--- src/rtl/pmstep_pkg.sv ---
// ----------------------------------------------------------------------------
// pmstep_pkg
// Shared types and codes for the pulsed motor stepper with limit stop.
// ----------------------------------------------------------------------------
package pmstep_pkg;

  localparam int CfgIdxW  = 2;
  localparam int CfgDataW = 16;

  localparam logic [CfgIdxW-1:0] CFG_ON_TICKS       = 2'd0;
  localparam logic [CfgIdxW-1:0] CFG_OFF_TICKS      = 2'd1;
  localparam logic [CfgIdxW-1:0] CFG_DEBOUNCE_TICKS = 2'd2;

  localparam logic [15:0] ON_TICKS_RST       = 16'd50;
  localparam logic [15:0] OFF_TICKS_RST      = 16'd50;
  localparam logic [7:0]  DEBOUNCE_TICKS_RST = 8'd10;

  localparam logic OP_TICK  = 1'b0;
  localparam logic OP_START = 1'b1;

  typedef enum logic [1:0] {
    EDGE_NONE = 2'd0,
    EDGE_POS  = 2'd1,
    EDGE_NEG  = 2'd2
  } edge_t;

  typedef enum logic [2:0] {
    PH_IDLE = 3'b001,
    PH_ON   = 3'b010,
    PH_OFF  = 3'b100
  } phase_t;

  typedef struct packed {
    logic        opcode;
    logic        direction;
    logic [15:0] step_count;
    logic        sw_pos;
    logic        sw_neg;
  } cmd_t;

  typedef struct packed {
    logic drive_pos;
    logic drive_neg;
    logic busy_res;
    logic done_res;
    logic reached_limit;
  } res_t;

endpackage

--- src/rtl/pulsed_motor_step_with_limit_stop_unit.sv ---
// ----------------------------------------------------------------------------
// pulsed_motor_step_with_limit_stop_unit
// Timed motor pulses per start command, stopped early by debounced limit
// switches; one status result per transaction.
// ----------------------------------------------------------------------------
// The result is registered and valid in the cycle after the command transaction.
// One transaction per cycle while results are taken; the only limit is the single
// result register, refilled in the cycle it is taken.
// Reset (rst, synchronous): idle, no recorded edge, switches released,
// debounce counter saturated, registers at defaults (50, 50, 10).
module pulsed_motor_step_with_limit_stop_unit (
  input  logic                         clk,
  input  logic                         rst,
  input  logic                         cmd_valid,
  output logic                         cmd_ready,
  input  pmstep_pkg::cmd_t             cmd,
  output logic                         res_valid,
  input  logic                         res_ready,
  output pmstep_pkg::res_t             res,
  input  logic                         cfg_wr_en,
  input  logic [pmstep_pkg::CfgIdxW-1:0]  cfg_addr,
  input  logic [pmstep_pkg::CfgDataW-1:0] cfg_wdata
);
  import pmstep_pkg::*;

  logic [15:0] on_ticks;
  logic [15:0] off_ticks;
  logic [7:0]  debounce_ticks;

  phase_t      phase, phase_next;
  logic [15:0] phase_left, phase_left_next;
  logic [15:0] pulses_left, pulses_left_next;
  logic        moving_positive, moving_positive_next;
  edge_t       recorded_edge, recorded_edge_next;
  logic        drive_cut, drive_cut_next;
  logic [1:0]  prev_switches, prev_switches_next;
  logic [7:0]  since_edge, since_edge_next;
  res_t        res_next;

  logic        accept;
  logic [7:0]  since_inc;
  logic [1:0]  sw;
  logic [15:0] left_dec;
  logic        advance;
  logic        done, reached, driving;
  edge_t       want;

  assign cmd_ready = !res_valid || res_ready;
  assign accept    = cmd_valid && cmd_ready;

  always_comb begin
    phase_next           = phase;
    phase_left_next      = phase_left;
    pulses_left_next     = pulses_left;
    moving_positive_next = moving_positive;
    recorded_edge_next   = recorded_edge;
    drive_cut_next       = drive_cut;
    done                 = 1'b0;
    reached              = 1'b0;
    advance              = 1'b0;
    left_dec             = phase_left - 16'd1;
    want                 = moving_positive ? EDGE_POS : EDGE_NEG;
    sw                   = {cmd.sw_neg, cmd.sw_pos};

    if (cmd.opcode == OP_TICK && since_edge != 8'hFF) begin
      since_inc = since_edge + 8'd1;
    end else begin
      since_inc = since_edge;
    end

    // Debounced switch edge; counter restarts on every change.
    since_edge_next = since_inc;
    if (sw != prev_switches) begin
      if (since_inc > debounce_ticks) begin
        recorded_edge_next = cmd.sw_pos ? EDGE_POS : (cmd.sw_neg ? EDGE_NEG : EDGE_NONE);
        drive_cut_next     = 1'b1;
      end
      since_edge_next = 8'd0;
    end
    prev_switches_next = sw;

    if (cmd.opcode == OP_START) begin
      if (phase == PH_IDLE) begin
        moving_positive_next = cmd.direction;
        if (cmd.direction ? cmd.sw_pos : cmd.sw_neg) begin
          done    = 1'b1;
          reached = 1'b1;
        end else if (cmd.step_count == 16'd0) begin
          done = 1'b1;
        end else begin
          pulses_left_next = cmd.step_count - 16'd1;
          phase_next       = PH_ON;
          phase_left_next  = (on_ticks == 16'd0) ? 16'd1 : on_ticks;
          drive_cut_next   = 1'b0;
        end
      end
    end else begin
      case (phase)
        PH_ON: begin
          phase_left_next = left_dec;
          if (left_dec == 16'd0) begin
            if (recorded_edge_next == want) begin
              recorded_edge_next = EDGE_NONE;
              phase_next         = PH_IDLE;
              done               = 1'b1;
              reached            = 1'b1;
            end else if (off_ticks == 16'd0) begin
              advance = 1'b1;
            end else begin
              phase_next      = PH_OFF;
              phase_left_next = off_ticks;
            end
          end
        end
        PH_OFF: begin
          phase_left_next = left_dec;
          if (left_dec == 16'd0) begin
            advance = 1'b1;
          end
        end
        default: ;
      endcase
    end

    // End of rest, or of a pulse with no rest: start the next pulse or finish.
    if (advance) begin
      if (pulses_left == 16'd0) begin
        phase_next = PH_IDLE;
        done       = 1'b1;
      end else begin
        pulses_left_next = pulses_left - 16'd1;
        phase_next       = PH_ON;
        phase_left_next  = (on_ticks == 16'd0) ? 16'd1 : on_ticks;
        drive_cut_next   = 1'b0;
      end
    end

    driving                = (phase_next == PH_ON) && !drive_cut_next;
    res_next.drive_pos     = driving && moving_positive_next;
    res_next.drive_neg     = driving && !moving_positive_next;
    res_next.busy_res      = (phase_next != PH_IDLE);
    res_next.done_res      = done;
    res_next.reached_limit = reached;
  end

  always_ff @(posedge clk) begin
    if (rst) begin
      on_ticks       <= ON_TICKS_RST;
      off_ticks      <= OFF_TICKS_RST;
      debounce_ticks <= DEBOUNCE_TICKS_RST;
    end else if (cfg_wr_en) begin
      case (cfg_addr)
        CFG_ON_TICKS:       on_ticks       <= cfg_wdata;
        CFG_OFF_TICKS:      off_ticks      <= cfg_wdata;
        CFG_DEBOUNCE_TICKS: debounce_ticks <= cfg_wdata[7:0];
        default: ;
      endcase
    end
  end

  always_ff @(posedge clk) begin
    if (rst) begin
      phase           <= PH_IDLE;
      phase_left      <= '0;
      pulses_left     <= '0;
      moving_positive <= 1'b0;
      recorded_edge   <= EDGE_NONE;
      drive_cut       <= 1'b0;
      prev_switches   <= 2'b00;
      since_edge      <= 8'hFF;
      res_valid       <= 1'b0;
    end else begin
      if (accept) begin
        phase           <= phase_next;
        phase_left      <= phase_left_next;
        pulses_left     <= pulses_left_next;
        moving_positive <= moving_positive_next;
        recorded_edge   <= recorded_edge_next;
        drive_cut       <= drive_cut_next;
        prev_switches   <= prev_switches_next;
        since_edge      <= since_edge_next;
        res_valid       <= 1'b1;
      end else if (res_ready) begin
        res_valid <= 1'b0;
      end
    end
  end

  always_ff @(posedge clk) begin
    if (accept) begin
      res <= res_next;
    end
  end

`ifndef SYNTHESIS
  a_no_dual_drive: assert property (@(posedge clk) disable iff (rst)
    res_valid |-> !(res.drive_pos && res.drive_neg))
    else $error("both motor terminals driven");

  a_reached_with_done: assert property (@(posedge clk) disable iff (rst)
    res_valid && res.reached_limit |-> res.done_res && !res.busy_res)
    else $error("reached_limit without a finished command");

  a_busy_matches_phase: assert property (@(posedge clk) disable iff (rst)
    accept |=> res.busy_res == (phase != PH_IDLE))
    else $error("busy result disagrees with phase");

  a_switch_change_restarts: assert property (@(posedge clk) disable iff (rst)
    accept && ({cmd.sw_neg, cmd.sw_pos} != prev_switches) |=> since_edge == 8'd0)
    else $error("debounce counter not restarted on switch change");
`endif

endmodule

--- config.mk ---
export PLATFORM = sky130hd
export DESIGN_NAME = pulsed_motor_step_with_limit_stop_unit
export DESIGN_NICKNAME = d
export VERILOG_FILES = /design/src/rtl/pmstep_pkg.sv /design/src/rtl/pulsed_motor_step_with_limit_stop_unit.sv
export SDC_FILE = /design/constraint.sdc
export NUM_CORES = 1
export LEC_CHECK = 0
export ABC_CLOCK_PERIOD_IN_PS = 5800
export BUFFER_PORTS_ARGS = -buffer_cell sky130_fd_sc_hd__buf_4
export CORE_ASPECT_RATIO = 2
export CORE_MARGIN = 8
export CORE_UTILIZATION = 40
export CTS_CLUSTER_DIAMETER = 50
export DETAILED_ROUTE_END_ITERATION = 10
export GPL_ROUTABILITY_DRIVEN = 0
export SYNTH_ARGS = -nofsm -noshare
export SYNTH_HDL_FRONTEND = slang
export SYNTH_SLANG_ARGS = --single-unit
export TNS_END_PERCENT = 30
--- constraint.sdc ---
create_clock -name clk -period 5.8 [get_ports clk]
set_input_delay 0.58 -clock clk [delete_from_list [all_inputs] [get_ports clk]]
set_output_delay 0.58 -clock clk [all_outputs]
set_load 0.05 [all_outputs]
==> impl_metrics.json <==
{
  "ant_nets": 0,
  "clock_sinks": 95,
  "firstDrtPassIters": 5,
  "clock_latency_ns": 0.35,
  "slowest_delay_ns": 0.82,
  "rsz0062_at_grt": "no",
  "wl_per_cell_microns": 17.5,
  "yosysWarnings": 0,
  "min_path_type": "reg -> reg",
  "area_growth_pct": 12.5,
  "arrival_ns": 4.99,
  "num_vias": 5722,
  "relSlewSlack": 0.259,
  "crit_top_cell": "ha_1",
  "vias_per_cell": 5.77,
  "yosysUniqueCellTypes": 75,
  "fin_crit_sh": 0.819,
  "skew_ns": 0.0103,
  "start_util": 0.404,
  "critPathLaunchType": "flop",
  "syn-mean-instance-area_sq_um": 7.62,
  "cp_slowest_cell": "nor2_1",
  "netlist_top_cells_area": "dfxtp_1, nand2_1, a21oi_1",
  "yosys-top-cells-count": "nand2_1, dfxtp_1, a21oi_1, nor2_1, o21ai_0",
  "grt_pass1_wl_mm": 28.3,
  "die_h_microns": 188,
  "cp_max_fo": 13,
  "drive_above_1_share": 0.118,
  "path_cells": "ha_1 > a41oi_1 > and4_1 > and3_1 > xor2_1 > ha_1 > a211oi_1 > o21ai_0 > nand3b_1 > a21oi_1 > o2111ai_2 > nor2_1 > a22oi_1 > o21a_1 > o32ai_1",
  "synth-seq-cells": 95,
  "syn_inst": 773,
  "yosysMostFrequentCell": "nand2_1",
  "fp.dieW_microns": 102,
  "dpl.hpwl_mm": 12.5,
  "power.density_mw_per_mm2": 260,
  "hold_viol": 0,
  "post_cts_resize_count": 0,
  "grt-ovfl-total": 0,
  "async_flop_share": 0,
  "cts_buffers": 9,
  "synth_area_sq_mm": 0.00589,
  "ir_drop_uv": 139,
  "cp_num_buf_inv": 0,
  "cp_top_family": "compound AO/OA/AOI/OAI gates",
  "die_area_sq_mm": 0.0191,
  "cts_root_buf": "clkbuf_16",
  "worst_slew_pin_slew_ns": 1.11,
  "cts_buffer_depth": 2,
  "cts-hold-fix-buffers": 0,
  "status": "finished clean",
  "tritoncts": "yes",
  "core-area_sq_mm": 0.0146,
  "first_iter_violations": 361,
  "max-cap-violations": 0,
  "htreeDepth": 3,
  "p_leak_uw": 0.00251,
  "yosysTopAreaCell": "dfxtp_1",
  "n_antenna_cell": 0,
  "finalSetupTns_ns": 0,
  "synth.yosys.seq_area_share": 0.331,
  "path_clk_slew_ns": 0.07,
  "grtUsageTotal": 0.186,
  "setup-violations-final": 0,
  "cts_setup_buffers": 0,
  "wirelength_mm": 17.3,
  "num-nets-final": 847,
  "synth.top_cell.area_share": 0.306,
  "critical_path_class": "reg -> reg",
  "crit_path_end_kind": "flop",
  "hold_ws_ns": 0.469,
  "synth-edff-count": 5,
  "total_power_uw": 1720,
  "slew_viol_final": 0,
  "drc": 0,
  "grt_max_degree": 78,
  "synthFlopType": "dfxtp_1",
  "antenna_found_initial": 0,
  "fin_crit_ns": 4.75,
  "required_ns": 6.05,
  "first_global_vias": 5521,
  "ios": 50,
  "max_freq_mhz": 211,
  "rows": 63,
  "io_buffers": 49,
  "syn_nets": 829
}
[cells in the final DEF (no fill, tap or decap), types with 4 or more instances in the layout]
master / n
nor2b_1: 8
a22o_1: 4
and3_1: 9
nand2_1: 132
ha_1: 13
dfxtp_1: 90
o31ai_1: 6
nor3_1: 16
a31oi_1: 7
o22ai_1: 10
xnor2_1: 14
a22oi_1: 9
xor2_1: 12
o211ai_1: 7
edfxtp_1: 5
or3_1: 8
or4_1: 9
a211oi_1: 4
clkbuf_16: 9
nand4_1: 8
a221o_1: 8
a21oi_1: 67
inv_1: 32
nand3b_1: 6
or2_2: 4
o21ai_0: 44
nand2b_1: 6
nor4_1: 14
nor3b_1: 5
o21a_1: 6
buf_4: 52
and2_1: 7
nor2_1: 58
a221oi_1: 7
nand3_1: 20
mux2i_1: 13
[registers in the layout, indices dropped and copies added, names as in the netlist]
| name | cells |
|---|---|
| debounce_ticks | 8 |
| res_valid | 1 |
| off_ticks | 16 |
| phase | 3 |
| prev_switches | 2 |
| pulses_left | 16 |
| on_ticks | 16 |
| moving_positive | 1 |
| since_edge | 8 |
| recorded_edge | 2 |
| res | 5 |
| phase_left | 16 |
| drive_cut | 1 |
[cells by family (layout without fill, tap and decap cells)]
family / count (synthesis) / in the layout / synth area share
AND/OR/NAND/NOR: 330 / 330 / 0.277
adder cells (fa/ha/maj): 13 / 13 / 0.0276
buffers and inverters: 79 / 102 / 0.0556
XOR/XNOR: 26 / 26 / 0.0386
flip-flops: 95 / 95 / 0.331
multiplexers: 16 / 16 / 0.0278
AO/OA/AOI/OAI: 214 / 214 / 0.242
[worst paths after layout]
check | from | end | slack [ns] | cells after the start
worst max-delay path | since_edge[0]$_SDFFE_PP1P_ | phase_left[0]$_SDFFE_PP0P_ | 1.05 | 15
worst min-delay path | prev_switches[0]$_SDFFE_PP0P_ | prev_switches[0]$_SDFFE_PP0P_ | 0.47 | 2
worst max register to register | since_edge[0]$_SDFFE_PP1P_ | phase_left[0]$_SDFFE_PP0P_ | 1.05 | 15
worst min register to register | prev_switches[0]$_SDFFE_PP0P_ | prev_switches[0]$_SDFFE_PP0P_ | 0.47 | 2
[metrics by stage]
| stage | cell area, sq um | instances | worst slack [ns] | util |
|---|---|---|---|---|
| floorplan | 5890 | 773 | 1.72 | - |
| global placement | 6330 | 975 | 1.10 | 0.434 |
| detailed placement | 6330 | 975 | 1.00 | 0.434 |
| CTS | 6630 | 991 | 1.13 | 0.454 |
| global route | 6630 | 991 | 0.663 | 0.454 |
| finish | 6630 | 991 | 1.05 | 0.454 |
[worst reg2reg max path: cells and delay by family (launching register included)]
| family | cells | cell delay (ns) |
|---|---|---|
| AO/OA/AOI/OAI | 8 | 2.01 |
| AND/OR/NAND/NOR | 4 | 1.60 |
| adder cells (fa/ha/maj) | 2 | 0.50 |
| flip-flops | 1 | 0.37 |
| XOR/XNOR | 1 | 0.17 |
[where the power goes]
part | switching, uW | internal, uW | total, uW
clock | 282 | 314 | 597
sequential | 43.3 | 692 | 735
combinational | 230 | 160 | 389
[per-layer routing]
metal,global-route usage,vias up,share of wire
li1,-,2840,-
met1,0.220,2702,0.41
met2,0.310,141,0.51
met3,0.0275,39,0.037
met4,0.0962,0,0.042
met5,0,-,0
[final cells by class]
type	count	area, sq um
inverters	34	128
clock inverters	6	57.6
flip-flops and latches	95	1950
multi-input cells	599	3620
well taps	195	244
fillers	1490	7960
clock buffers	10	239
repair buffers	52	390
Note: power is estimated with default switching activity, not from simulation.
